[src/rtl/core/bdt_pkg.sv]
`default_nettype none

package bdt_pkg;

  localparam int unsigned BDT_TICKS_W     = 16;
  localparam int unsigned BDT_LOCKOUT_W   = 16;
  localparam int unsigned BDT_CFG_INDEX_W = 3;
  localparam int unsigned BDT_CFG_DATA_W  = 16;

  typedef enum logic [BDT_CFG_INDEX_W-1:0] {
    REG_LOCKOUT_TICKS  = 3'd0,
    REG_FILTER_MODE    = 3'd1,
    REG_POLARITY_FLIP  = 3'd2,
    REG_PRESS_NOTIFY   = 3'd3,
    REG_RELEASE_NOTIFY = 3'd4,
    REG_TOGGLE_NOTIFY  = 3'd5
  } bdt_reg_t;

  localparam logic MODE_STANDARD = 1'b0;
  localparam logic MODE_TOGGLE   = 1'b1;

  typedef struct packed {
    logic pin_level;
    logic read_change;
  } bdt_in_t;

  typedef struct packed {
    logic pressed_now;
    logic change_seen;
    logic press_event;
    logic release_event;
    logic toggle_event;
  } bdt_out_t;

endpackage

`default_nettype wire

[src/rtl/core/bdt_core.sv]
`default_nettype none

module bdt_core #(
  parameter int unsigned LockoutWidth = bdt_pkg::BDT_LOCKOUT_W
) (
  input  wire logic                                 clk,
  input  wire logic                                 rst_n,
  input  wire logic                                 step_en,
  input  wire bdt_pkg::bdt_in_t                     step_in,
  output bdt_pkg::bdt_out_t                         step_out,
  input  wire logic                                 cfg_we,
  input  wire logic [bdt_pkg::BDT_CFG_INDEX_W-1:0]  cfg_index,
  input  wire logic [bdt_pkg::BDT_CFG_DATA_W-1:0]   cfg_data
);
  import bdt_pkg::*;

  logic [BDT_TICKS_W-1:0]  ticks_r;
  logic                    mode_r;
  logic                    polarity_r;
  logic                    press_en_r;
  logic                    release_en_r;
  logic                    toggle_en_r;

  logic [LockoutWidth-1:0] lockout_r;
  logic [LockoutWidth-1:0] lockout_nxt;
  logic [LockoutWidth-1:0] lockout_load;
  logic                    last_raw_r;
  logic                    last_raw_nxt;
  logic                    deb_r;
  logic                    deb_nxt;
  logic                    pend_r;
  logic                    pend_nxt;

  logic                    cnt_zero;
  logic                    raw_edge;
  logic                    lvl;
  logic                    deb_step;
  logic                    pend_step;
  logic                    ev_press;
  logic                    ev_release;
  logic                    ev_toggle;
  logic                    pend_after_ev;

  // A narrow counter saturates the programmed lockout length.
  generate
    if (LockoutWidth >= BDT_TICKS_W) begin : g_wide
      assign lockout_load = LockoutWidth'(ticks_r);
    end else begin : g_narrow
      localparam logic [BDT_TICKS_W-1:0] MaxTicks =
        BDT_TICKS_W'((64'd1 << LockoutWidth) - 64'd1);
      assign lockout_load = (ticks_r > MaxTicks) ? '1 : ticks_r[LockoutWidth-1:0];
    end
  endgenerate

  always_comb begin
    cnt_zero   = (lockout_r == '0);
    raw_edge   = cnt_zero && (step_in.pin_level != last_raw_r);
    lvl        = step_in.pin_level ^ polarity_r;

    deb_step     = deb_r;
    pend_step    = pend_r;
    last_raw_nxt = last_raw_r;
    lockout_nxt  = lockout_r;

    if (!cnt_zero) begin
      lockout_nxt = lockout_r - 1'b1;
    end else if (raw_edge) begin
      last_raw_nxt = step_in.pin_level;
      lockout_nxt  = lockout_load;
      if (mode_r == MODE_STANDARD) begin
        deb_step  = lvl;
        pend_step = 1'b1;
      end else if (lvl) begin
        deb_step  = ~deb_r;
        pend_step = 1'b1;
      end
    end

    ev_press      = pend_step && deb_step && press_en_r;
    ev_release    = pend_step && !deb_step && release_en_r;
    ev_toggle     = pend_step && (mode_r == MODE_TOGGLE) && toggle_en_r;
    pend_after_ev = pend_step && !(ev_press || ev_release || ev_toggle);

    step_out.pressed_now   = deb_step;
    step_out.change_seen   = step_in.read_change && pend_after_ev;
    step_out.press_event   = ev_press;
    step_out.release_event = ev_release;
    step_out.toggle_event  = ev_toggle;

    pend_nxt = pend_after_ev && !step_in.read_change;
    deb_nxt  = deb_step;
  end

  always_ff @(posedge clk) begin
    if (!rst_n) begin
      ticks_r      <= '0;
      mode_r       <= MODE_STANDARD;
      polarity_r   <= 1'b0;
      press_en_r   <= 1'b0;
      release_en_r <= 1'b0;
      toggle_en_r  <= 1'b0;
      lockout_r    <= '0;
      last_raw_r   <= 1'b1;
      deb_r        <= 1'b0;
      pend_r       <= 1'b0;
    end else if (cfg_we) begin
      // The user must send configuration only while the block is idle; the block itself does not enforce it.
      case (cfg_index)
        REG_LOCKOUT_TICKS:  ticks_r      <= cfg_data[BDT_TICKS_W-1:0];
        REG_FILTER_MODE:    mode_r       <= cfg_data[0];
        REG_POLARITY_FLIP: begin
          // A new polarity flips the stored state without raising a change.
          if (cfg_data[0] != polarity_r) begin
            deb_r <= ~deb_r;
          end
          polarity_r <= cfg_data[0];
        end
        REG_PRESS_NOTIFY:   press_en_r   <= cfg_data[0];
        REG_RELEASE_NOTIFY: release_en_r <= cfg_data[0];
        REG_TOGGLE_NOTIFY:  toggle_en_r  <= cfg_data[0];
        default: ;
      endcase
    end else if (step_en) begin
      lockout_r  <= lockout_nxt;
      last_raw_r <= last_raw_nxt;
      deb_r      <= deb_nxt;
      pend_r     <= pend_nxt;
    end
  end

endmodule

`default_nettype wire

[src/rtl/core/bdt_out_reg.sv]
`default_nettype none

module bdt_out_reg (
  input  wire logic               clk,
  input  wire logic               rst_n,
  input  wire logic               load,
  input  wire bdt_pkg::bdt_out_t  load_data,
  input  wire logic               out_stall,
  output logic                    out_valid,
  output bdt_pkg::bdt_out_t       out_data,
  output logic                    busy
);
  import bdt_pkg::*;

  logic     valid_r;
  logic     valid_nxt;
  bdt_out_t data_r;

  // The register can take a new result whenever the held one leaves this cycle.
  assign busy      = valid_r && out_stall;
  assign valid_nxt = load || busy;
  assign out_valid = valid_r;
  assign out_data  = data_r;

  always_ff @(posedge clk) begin
    if (!rst_n) begin
      valid_r <= 1'b0;
    end else begin
      valid_r <= valid_nxt;
    end
    if (load) begin
      data_r <= load_data;
    end
  end

endmodule

`default_nettype wire

[src/rtl/core/button_debounce_toggle.sv]
`default_nettype none

// Channel   Direction  Handshake             Payload
// in_       input      in_valid / in_stall   bdt_in_t  (pin_level, read_change)
// out_      output     out_valid / out_stall bdt_out_t (state, change, events)
// cfg_      input      cfg_valid / cfg_ready cfg_index, cfg_data
//
// Each tick request is accepted while in_stall is low, and its result appears in
// the output register in the cycle after; one request per cycle is sustained
// while out_stall is low. The single result register follows the state update.
// Reset is synchronous and active low; no clearing pass is needed.
// in_stall is raised only while a held result is stalled at the output.
// cfg_ready is always high.

module button_debounce_toggle #(
  parameter int unsigned LockoutWidth = bdt_pkg::BDT_LOCKOUT_W
) (
  input  wire logic                                 clk,
  input  wire logic                                 rst_n,
  input  wire logic                                 in_valid,
  output logic                                      in_stall,
  input  wire bdt_pkg::bdt_in_t                     in_data,
  output logic                                      out_valid,
  input  wire logic                                 out_stall,
  output bdt_pkg::bdt_out_t                         out_data,
  input  wire logic                                 cfg_valid,
  output logic                                      cfg_ready,
  input  wire logic [bdt_pkg::BDT_CFG_INDEX_W-1:0]  cfg_index,
  input  wire logic [bdt_pkg::BDT_CFG_DATA_W-1:0]   cfg_data
);
  import bdt_pkg::*;

  logic     accept;
  logic     busy;
  bdt_out_t step_out;

  assign in_stall  = busy;
  assign accept    = in_valid && !busy;
  assign cfg_ready = 1'b1;

  bdt_core #(
    .LockoutWidth(LockoutWidth)
  ) u_core (
    .clk      (clk),
    .rst_n    (rst_n),
    .step_en  (accept),
    .step_in  (in_data),
    .step_out (step_out),
    .cfg_we   (cfg_valid),
    .cfg_index(cfg_index),
    .cfg_data (cfg_data)
  );

  bdt_out_reg u_out_reg (
    .clk      (clk),
    .rst_n    (rst_n),
    .load     (accept),
    .load_data(step_out),
    .out_stall(out_stall),
    .out_valid(out_valid),
    .out_data (out_data),
    .busy     (busy)
  );

endmodule

`default_nettype wire
[config.mk]
export PLATFORM = sky130hd
export DESIGN_NAME = button_debounce_toggle
export DESIGN_NICKNAME = d
export VERILOG_FILES = /design/src/rtl/core/bdt_pkg.sv /design/src/rtl/core/bdt_core.sv /design/src/rtl/core/bdt_out_reg.sv /design/src/rtl/core/button_debounce_toggle.sv
export SDC_FILE = /design/constraint.sdc
export NUM_CORES = 1
export LEC_CHECK = 0
export ABC_CLOCK_PERIOD_IN_PS = 4000
export BUFFER_PORTS_ARGS = -buffer_cell sky130_fd_sc_hd__buf_2
export CORE_ASPECT_RATIO = 0.9
export CORE_MARGIN = 4
export CORE_UTILIZATION = 61
export DETAILED_ROUTE_END_ITERATION = 7
export PLACE_DENSITY = 0.88
export SETUP_SLACK_MARGIN = 0.5
export SYNTH_ARGS = -nofsm -noshare
export SYNTH_HDL_FRONTEND = slang
export SYNTH_SLANG_ARGS = --single-unit
export TNS_END_PERCENT = 20
[constraint.sdc]
create_clock -name clk -period 4 [get_ports clk]
set_input_delay 0.4 -clock clk [delete_from_list [all_inputs] [get_ports clk]]
set_output_delay 0.4 -clock clk [all_outputs]
set_load 0.005 [all_outputs]
==> metrics.csv, run 1 <==
stage,metric,value,unit
sta,fin_crit_sh,62.09,%
synth,synth-async-reset-ratio,0,%
cts,cts_made_buffers,5,
run,cap_violations,0,
sta,setup_violations,0,
grt,antenna_found_initial,0,
critical_path,cp-end-kind,register,
routing,first_pass_iters,5,
die,num_rows,21,
finish,area_growth_syn_to_layout,10.70,%
die,die-area,0.004890,sq mm
grt,grt_max_degree,34,
critical_path,crit_start,u_core.lockout_r[0],
routing,viasPerCell,5.992,
pwr,powerDensity,920.9,mW/mm^2
critical_path,rr_startpoint,u_core.lockout_r[0],
die,design.core.area,0.003705,sq mm
synth,syn_area_per_cell,8.293,sq um
placement,dp_cells,345,
placement,dp_hpwl,3740,um
grt,grt_pass1_wl,9390,um
min_path,hold_class,in -> reg,
synth,synth_area,0.002338,sq mm
synth,yosysWarnings,0,
finish,drive_gt1_share,17.26,%
sta,worst_pin_slew,0.6688,ns
cts,clk_latency,0.31,ns
synth,synthFlopType,dfxtp_1,
sta,hold_viol,0,
synth,yosysSeqAreaShare,41.52,%
synth,yosys_register_bits,46,
grt,grt_pass1_vias,1999,
placement,place_congestion,0.8214,
cts,hold_buffers,0,
sta,tns,0,ns
cts,cts_tree,yes,
run_status,status,"complete, no violations",
critical_path,crit_fanout,10,
finish,diodes,0,
pwr,p_leak,0.9942,nW
finish,fin_nets,334,
finish,stdcell_area,0.002589,sq mm
grt,grt_usage,25.29,%
grt,grt_overflow,0,
synth,synth_edf_count,5,
routing,drcViolationCount,0,
pwr,total_power,2.384,mW
min_path,holdCritStartpoint,cfg_data[6],
die,ioPinCount,34,
die,die_height,66.74,um
routing,wl_per_cell,15.43,um
pwr,ir_worst_vdd,0.0004593,V
sta,rsz0062_at_grt,no,
cts,cts.path.max_buffers,2,
placement,io_buffers,32,
finish,fin_cells,353,
routing,postRouteAntennaNets,0,
routing,wirelength,5448,um
sta,finClkSkew,0.008626,ns
finish,nFillCells,295,
sta,slew_headroom,55.41,%
die,die_w,73.27,um
die,initial_core_util,63.12,%
cts,clock-sinks,46,
synth,syn-instance-count,282,
critical_path,cp.arrival,2.67,ns
cts,postCtsSetupBuffers,0,
cts,cts_resized,0,
sta,drv_slew,0,
critical_path,worstSetupStartpointType,register,
critical_path,cp.required,4.18,ns
cts,clk_pin_slew,0.08,ns
sta,period_needed,2.484,ns
sta,timing.hold.ws,0.3237,ns
cts,h-tree-depth,2,
synth,synth_cell_types,55,
placement,place_area,0.002479,sq mm
routing,drtIter0Drc,193,
sta,max_freq,0.4026,GHz
synth,synth_nets,310,
cts,root_buffer,clkbuf_8,
critical_path,criticalPathCategory,reg -> reg,
routing,vias,2115,
[worst max-delay path, stage by stage, from the launching register on]
cell,delay [ns]
dfxtp_1,0.36
inv_1,0.09
ha_1,0.24
nor3b_1,0.14
and4_1,0.32
a21oi_1,0.57
buf_4,0.28
nand3_1,0.09
mux2i_1,0.19
nor2_1,0.07
[where the power goes]
part	internal (mW)	leakage, nW	switching (mW)
registers	0.555	0.384	0.114
clock network	0.186	0.0514	0.157
logic	0.517	0.559	0.854
total	1.26	0.994	1.13
[placed cells by master, fill, tap and decap left out, types with 2 or more instances in the layout]
master and instances:
a211oi_2 3, a21oi_1 37, a221oi_1 2, a31oi_1 2
and2_1 2, buf_2 32, buf_4 2, clkbuf_8 5
dfxtp_1 41, edfxtp_1 5, ha_1 2, inv_1 9
mux2i_1 8, nand2_1 55, nand3_1 7, nand3b_1 2
nor2_1 25, nor2b_1 4, nor3_1 3, nor3b_1 2
nor4_1 4, nor4_2 2, o21a_1 4, o21ai_0 6
o21ai_1 6, o221a_1 3, o22ai_1 3, or3_1 2
xor2_1 2
[state kept, by name (all words and copies together), names as in the netlist]
signal	count
u_core.polarity_r	1
u_core.last_raw_r	1
u_core.pend_r	1
u_core.press_en_r	1
u_core.lockout_r	16
u_core.mode_r	1
u_out_reg.out_valid	1
u_core.deb_r	1
u_out_reg.out_data	5
u_core.release_en_r	1
u_core.toggle_en_r	1
u_core.lockout_load	16
[cell type report]
cell class	instances	area, sq um	area share (%)
Sequential cell	46	970.9	37.51
Tap cell	46	57.56	2.223
Timing Repair Buffer	34	175.2	6.767
Multi-Input combinational cell	209	1237	47.80
Inverter	10	37.54	1.450
Clock inverter	2	37.54	1.450
Clock buffer	6	72.57	2.803
[cells by family (layout without fill, tap and decap cells)]
group | count (synthesis) | count (layout) | synth area share (%)
multiplexers | 9 | 9 | 3.906
flip-flops | 46 | 46 | 41.52
other | 1 | 1 | 0.1604
AO/OA/AOI/OAI | 76 | 76 | 20.81
adder cells (fa/ha/maj) | 2 | 2 | 1.070
buffers and inverters | 27 | 52 | 5.564
XOR/XNOR | 2 | 2 | 0.7492
AND/OR/NAND/NOR | 119 | 119 | 26.22
[worst paths after layout]
path / endpoint / slack (ns) / cells after the start
max: u_core.lockout_r[14] / 1.52 / 9
min: u_core.lockout_load[6] / 0.32 / 3
max reg2reg: u_core.lockout_r[14] / 1.52 / 9
min reg2reg: u_core.lockout_load[5] / 0.46 / 2
[metal layers]
layer  up-vias  share of wire (%)  global-route usage, %
met3        10                7.6                  6.637
met2        93                 47                  38.62
met5         -                  0                      0
li1       1043                  -                      -
met4         0                1.5                  11.75
met1       969                 44                  33.08
[stage by stage]
step           utilization [%]  worst slack [ns]
2_1_floorplan                -             1.985
3_3_place_gp             66.90             1.655
3_5_place_dp             66.90             1.601
4_1_cts                  69.88             1.543
5_1_grt                  69.88             1.319
6_report                 69.88             1.516
[cell usage after synthesis, types with 4 or more instances]
master | instances | area, sq um
nand3_1 | 7 | 35.03
dfxtp_1 | 41 | 820.8
edfxtp_1 | 5 | 150.1
nand2_1 | 55 | 206.5
buf_2 | 5 | 25.02
clkbuf_1 | 7 | 26.28
o21ai_0 | 6 | 30.03
mux2i_1 | 8 | 80.08
o21a_1 | 4 | 30.03
inv_1 | 9 | 33.78
o21ai_1 | 6 | 30.03
nor4_1 | 4 | 25.02
a21oi_1 | 37 | 185.2
nor2b_1 | 4 | 25.02
nor2_1 | 25 | 93.84
Power figures use the tool's default switching activity.
==> inputs of run 2 (changes only) <==
--- a/config.mk
+++ b/config.mk
@@ -5,13 +5,13 @@
 export SDC_FILE = /design/constraint.sdc
 export NUM_CORES = 1
 export LEC_CHECK = 0
-export ABC_CLOCK_PERIOD_IN_PS = 4000
+export ABC_CLOCK_PERIOD_IN_PS = 2200
 export BUFFER_PORTS_ARGS = -buffer_cell sky130_fd_sc_hd__buf_2
 export CORE_ASPECT_RATIO = 0.9
 export CORE_MARGIN = 4
-export CORE_UTILIZATION = 61
+export CORE_UTILIZATION = 51
 export DETAILED_ROUTE_END_ITERATION = 7
-export PLACE_DENSITY = 0.88
+export PLACE_DENSITY = 0.79
 export SETUP_SLACK_MARGIN = 0.5
 export SYNTH_ARGS = -nofsm -noshare
 export SYNTH_HDL_FRONTEND = slang
==> constraint.sdc (replaced) <==
create_clock -name clk -period 2.2 [get_ports clk]
set_input_delay 0.22 -clock clk [delete_from_list [all_inputs] [get_ports clk]]
set_output_delay 0.22 -clock clk [all_outputs]
set_load 0.005 [all_outputs]
==> metrics.csv, run 2 (synthesis gave the netlist of run 1 again) <==
stage,metric,value,unit,change
run_status,status,"complete, no violations",,
finish,layout_commonest_cell,nand2_1,,
grt,grt_pass1_vias,2049,,+2.5%
routing,first_pass_iters,4,,-1
die,initial_core_util,52.77,%,-10 points
finish,mostFrequentLayoutCells,"54 x nand2_1, 37 x dfxtp_1, 35 x a21oi_1, 32 x buf_2, 25 x nor2_1",,
finish,fin_nets,359,,+7.5%
sta,tns,0,ns,unchanged
die,ioPinCount,34,,unchanged
finish,stdcell_area,0.002890,sq mm,+12%
routing,vias,2211,,+4.5%
cts,clk_latency,0.30,ns,about the same
sta,finClkSkew,0.004042,ns,-0.004583 ns
die,die_height,72.24,um,+8.2%
critical_path,crit_fanout,4,,-6
pwr,intPower,3.041,mW,+140%
finish,drive_gt1_share,28.31,%,+11 points
grt,grtUsageMet2,35.14,%,-3.5 points
routing,postRouteAntennaNets,0,,unchanged
grt,grt_max_degree,34,,unchanged
routing,wirelength,6108,um,+12%
grt,grt_busiest_layer,met2,,
die,num_rows,23,,+9.5%
routing,wl_per_cell,15.50,um,+0.45%
placement,place_area,0.002580,sq mm,+4.1%
pwr,p_leak,1.130,nW,+14%
critical_path,cp.arrival,2.33,ns,-0.34 ns
routing,viasPerCell,5.612,,-6.3%
cts,cts.path.max_buffers,2,,unchanged
sta,worst_pin_slew,0.5627,ns,-0.1061 ns
pwr,powerDensity,1932,mW/mm^2,+110%
cts,clk_pin_slew,0.09,ns,about the same
die,design.core.area,0.004432,sq mm,+20%
grt,grt_overflow,0,,unchanged
grt,grt_usage,21.46,%,-3.8 points
sta,fin_crit_sh,95.31,%,+33 points
cts,clock-sinks,46,,unchanged
cts,h-tree-depth,2,,unchanged
sta,drv_slew,0,,unchanged
sta,period_needed,2.097,ns,-0.3870 ns
grt,met3_usage,5.459,%,-1.2 points
run,cap_violations,0,,unchanged
pwr,pwr-share-clk,9.2,%,-5.2 points
sta,setup_violations,0,,unchanged
critical_path,ff2ff_path_depth,8,,-1
finish,diodes,0,,unchanged
sta,hold_viol,0,,unchanged
pwr,sw_frac_of_total,45.53,%,-1.7 points
critical_path,rr_startpoint,u_core.lockout_r[3],,
critical_path,cp-end-kind,register,,
critical_path,criticalPathCategory,reg -> reg,,
min_path,holdCritStartpoint,cfg_data[5],,
routing,drtIter0Drc,156,,-19%
pwr,power_frac_seq,22.2,%,-5.9 points
critical_path,endpoint,u_core.lockout_r[12],,
finish,area_growth_syn_to_layout,23.60,%,
cts,cts_made_buffers,5,,unchanged
sta,max_freq,0.4769,GHz,+18%
grt,antenna_found_initial,0,,unchanged
die,die-area,0.005734,sq mm,+17%
cts,cts_tree,yes,,
critical_path,worstReg2RegEnd,u_core.lockout_r[12],,
pwr,switching_power,2.542,mW,+130%
critical_path,cp.required,2.43,ns,-1.75 ns
grt,use_met1,28.10,%,-5.0 points
sta,rsz0062_at_grt,yes,,
grt,grt_pass1_wl,9735,um,+3.7%
critical_path,worstSetupStartpointType,register,,
pwr,ir_worst_vdd,0.0008597,V,+87%
die,die_w,79.38,um,+8.3%
sta,slew_headroom,62.48,%,+7.1 points
placement,place_congestion,0.8357,,+1.7%
min_path,hold_class,in -> reg,,
pwr,combPwrFrac,68.6,%,+11 points
routing,drcViolationCount,0,,unchanged
placement,dp_hpwl,3791,um,+1.4%
critical_path,crit_start,u_core.lockout_r[3],,
placement,io_buffers,32,,unchanged
critical_path,reg2reg_slack,0.10,ns,-1.41 ns
cts,root_buffer,clkbuf_8,,
run 2: changes by cell type in the layout (fill, tap and decap cells not counted), sizes merged:
cell and delta:
bufinv -1, or3 +2, buf +22, clkbuf -1, clkinv +2, a21oi +1
run 2: timing repair:
| item | in CTS | in global routing |
|---|---|---|
| gates resized for setup | 16 | 5 |
| endpoints found under the setup margin | 23 | 24 |
| hold buffers | 0 | 0 |
| endpoints found under the hold margin | 0 | 0 |
| cloned | 3 | 0 |
| pin swaps | 9 | 1 |
| buffers inserted | 15 | 0 |
run 2: layout make-up:
type                    count  area, sq um
repair buffers             56        364.1
clock inverters             3        21.27
well taps                  62        77.57
multi-input cells         212         1340
fillers                   366         1541
flip-flops and latches     46        980.9
inverters                  10        37.54
clock buffers               5        68.82
run 2: stage by stage:
| step | hold slack [ns] | cells | power, mW | setup slack (ns) | util, % |
|---|---|---|---|---|---|
| 2_1_floorplan | 0.3438 | 282 | 3.409 | 0.2713 | - |
| 3_3_place_gp | 0.4458 | 368 | 3.783 | 0.1655 | 58.22 |
| 3_5_place_dp | 0.4483 | 368 | 3.867 | 0.05921 | 58.22 |
| 4_1_cts | 0.1420 | 394 | 5.297 | 0.2510 | 64.77 |
| 5_1_grt | 0.1389 | 394 | 5.993 | 0.004222 | 65.22 |
| 6_report | 0.1432 | 394 | 5.583 | 0.1032 | 65.22 |
run 2: worst min path at each step:
stage	endpoint	depth (start not counted)
after global routing	u_core.lockout_load[5]	3
after global placement	u_core.lockout_load[14]	2
final	u_core.lockout_load[5]	3
after CTS	u_core.lockout_load[3]	3
after detailed placement	u_core.lockout_load[3]	2
after floorplan	u_out_reg.out_valid	1
run 2: worst max-delay path, stage by stage, from the launching register on:
cell,delay [ns]
dfxtp_4,0.36
nor4_4,0.27
buf_4,0.18
buf_4,0.12
nand3_1,0.15
or3_1,0.39
o31ai_1,0.26
nand2_1,0.10
a21oi_1,0.19
run 2: power groups by stage:
stage,sequential [mW],combinational (mW),clock (mW)
2_1_floorplan,1.17,2.24,0
3_3_place_gp,1.22,2.57,0
3_5_place_dp,1.22,2.64,0
4_1_cts,1.21,3.56,0.520
5_1_grt,1.26,4.17,0.563
6_report,1.24,3.83,0.516
run 2: per-layer routing:
metal  up-vias  wire, um
met1      1029      2690
met5         -         0
li1       1092         -
met3        11       390
met4         0        99
met2        79      2927
==> inputs of run 3 (changes only) <==
--- a/config.mk
+++ b/config.mk
@@ -6,12 +6,12 @@
 export NUM_CORES = 1
 export LEC_CHECK = 0
 export ABC_CLOCK_PERIOD_IN_PS = 2200
-export BUFFER_PORTS_ARGS = -buffer_cell sky130_fd_sc_hd__buf_2
 export CORE_ASPECT_RATIO = 0.9
 export CORE_MARGIN = 4
-export CORE_UTILIZATION = 51
+export CORE_UTILIZATION = 56
 export DETAILED_ROUTE_END_ITERATION = 7
-export PLACE_DENSITY = 0.79
+export DONT_BUFFER_PORTS = 1
+export PLACE_DENSITY_LB_ADDON = 0.08
 export SETUP_SLACK_MARGIN = 0.5
 export SYNTH_ARGS = -nofsm -noshare
 export SYNTH_HDL_FRONTEND = slang
==> metrics.csv, run 3 (synthesis gave the netlist of run 1 again) <==
stage,metric,value,unit,change
run_status,status,"complete, no violations",,
die,initial_core_util,57.79,%,+5.0 points
cts,clk_pin_slew,0.09,ns,about the same
cts,clock-sinks,46,,unchanged
sta,fin_ws,0.2550,ns,+0.1517 ns
placement,pre_cts_ws,0.09337,ns,+0.03415 ns
sta,finClkSkew,0.005571,ns,+0.001529 ns
critical_path,criticalPathCategory,reg -> reg,,
finish,nFillCells,334,,-8.7%
sta,slew_headroom,66.41,%,+3.9 points
routing,postRouteAntennaNets,0,,unchanged
routing,wl_per_cell,16.91,um,+9.1%
sta,fin_crit_sh,88.41,%,-6.9 points
sta,drv_slew,0,,unchanged
critical_path,cp-end-kind,register,,
grt,grt_max_degree,22,,-35%
routing,drcViolationCount,0,,unchanged
placement,dp_hpwl,3946,um,+4.1%
routing,vias,2110,,-4.6%
cts,clk_latency,0.30,ns,about the same
critical_path,cp.arrival,2.14,ns,-0.19 ns
routing,viasPerCell,6.063,,+8.0%
finish,area_growth_syn_to_layout,17.76,%,
cts,h-tree-depth,2,,unchanged
sta,tns,0,ns,unchanged
die,ioPinCount,34,,unchanged
critical_path,cp.required,2.40,ns,-0.03 ns
sta,setup_violations,0,,unchanged
die,design.core.area,0.004046,sq mm,-8.7%
grt,antenna_found_initial,0,,unchanged
run,cap_violations,0,,unchanged
sta,hold_viol,0,,unchanged
critical_path,crit_fanout,7,,+3
grt,grt_pass1_vias,1979,,-3.4%
sta,max_freq,0.5141,GHz,+7.8%
finish,diodes,0,,unchanged
routing,wirelength,5884,um,-3.7%
die,die_height,69.31,um,-4.1%
min_path,hold_class,in -> reg,,
cts,cts_tree,yes,,
pwr,ir_worst_vdd,0.001102,V,+28%
finish,drive_gt1_share,20.67,%,-7.6 points
grt,grt_overflow,0,,unchanged
pwr,total_power,5.271,mW,-5.6%
finish,layout_commonest_cell,nand2_1,,
grt,grt_usage,22.82,%,+1.4 points
grt,grt_pass1_wl,9873,um,+1.4%
pwr,powerDensity,1914,mW/mm^2,-0.92%
placement,io_buffers,0,,-100%
cts,root_buffer,clkbuf_8,,
finish,seq_area,982.2,sq um,+0.13%
finish,mostFrequentLayoutCells,"55 x nand2_1, 36 x a21oi_1, 36 x dfxtp_1, 25 x nor2_1, 18 x buf_4",,
finish,fin_nets,327,,-8.9%
placement,place_congestion,0.8907,,+6.6%
sta,timing.hold.ws,0.02915,ns,-0.1141 ns
finish,fin_util,68.06,%,+2.8 points
die,die_w,76.12,um,-4.1%
critical_path,reg2reg_slack,0.25,ns,+0.15 ns
die,die-area,0.005275,sq mm,-8.0%
sta,period_needed,1.945,ns,-0.1517 ns
die,num_rows,22,,-4.3%
routing,first_pass_iters,5,,+1
critical_path,worstSetupStartpointType,register,,
routing,drtIter0Drc,165,,+5.8%
cts,cts.path.max_buffers,2,,unchanged
finish,multi_input_area,0.001368,sq mm,+2.1%
sta,worst_pin_slew,0.5007,ns,-0.06201 ns
cts,cts_made_buffers,5,,unchanged
pwr,p_leak,1.015,nW,-10%
sta,rsz0062_at_grt,yes,,
[run 3: changes by cell type in the layout (fill, tap and decap cells not counted), sizes merged]
cell,change
a21oi,-1
inv,+1
or3,+1
buf,-33
clkinvlp,-1
dlygate4sd3,+1
[run 3: path summary, 6_finish.rpt]
path / start / to / cells past startpoint
min: rst_n / u_out_reg.out_valid / 1
max reg2reg: u_core.lockout_r[3] / u_core.lockout_r[13] / 5
max: u_core.lockout_r[3] / u_core.lockout_r[13] / 5
min reg2reg: u_core.lockout_load[7] / u_core.lockout_load[7] / 2
[run 3: metal layers]
metal / share of wire [%] / vias up / track usage [%]
met5: 0 / - / 0
met4: 1.2 / 0 / 6.796
met3: 12 / 9 / 8.312
met2: 41 / 105 / 31.37
met1: 45 / 961 / 33.22
li1: - / 1035 / -
[run 3: what timing repair did]
| action | CTS | global route |
|---|---|---|
| pin swaps | 6 | 4 |
| endpoints found under the hold margin | 1 | 0 |
| cloned | 3 | 0 |
| hold buffers | 1 | 0 |
| setup endpoints to repair | 22 | 24 |
| setup buffers | 13 | 1 |
| gates resized for setup | 18 | 7 |
[run 3: stage by stage]
stage	cell area, sq um	instances
3_5_place_dp	2415	322
6_report	2754	348
3_3_place_gp	2415	322
5_1_grt	2754	348
4_1_cts	2714	347
2_1_floorplan	2372	282
[run 3: power by group]
group	internal (mW)	total, mW	switching (mW)
Combinational	1.60	3.51	1.91
Clock	0.224	0.524	0.300
Sequential	1.03	1.24	0.216
[run 3: cell type report]
type / count / area share [%]
flip-flops and latches: 46 / 35.67
multi-input cells: 212 / 49.66
clock inverters: 3 / 0.6815
inverters: 10 / 1.363
clock buffers: 5 / 2.499
repair buffers: 24 / 7.951
well taps: 48 / 2.181
[run 3: worst max-delay path: stages (launching register included)]
cell      delay, ns
dfxtp_4        0.36
nor4_4         0.35
nand4b_4       0.21
or3_4          0.47
o22a_1         0.21
o221a_1        0.22
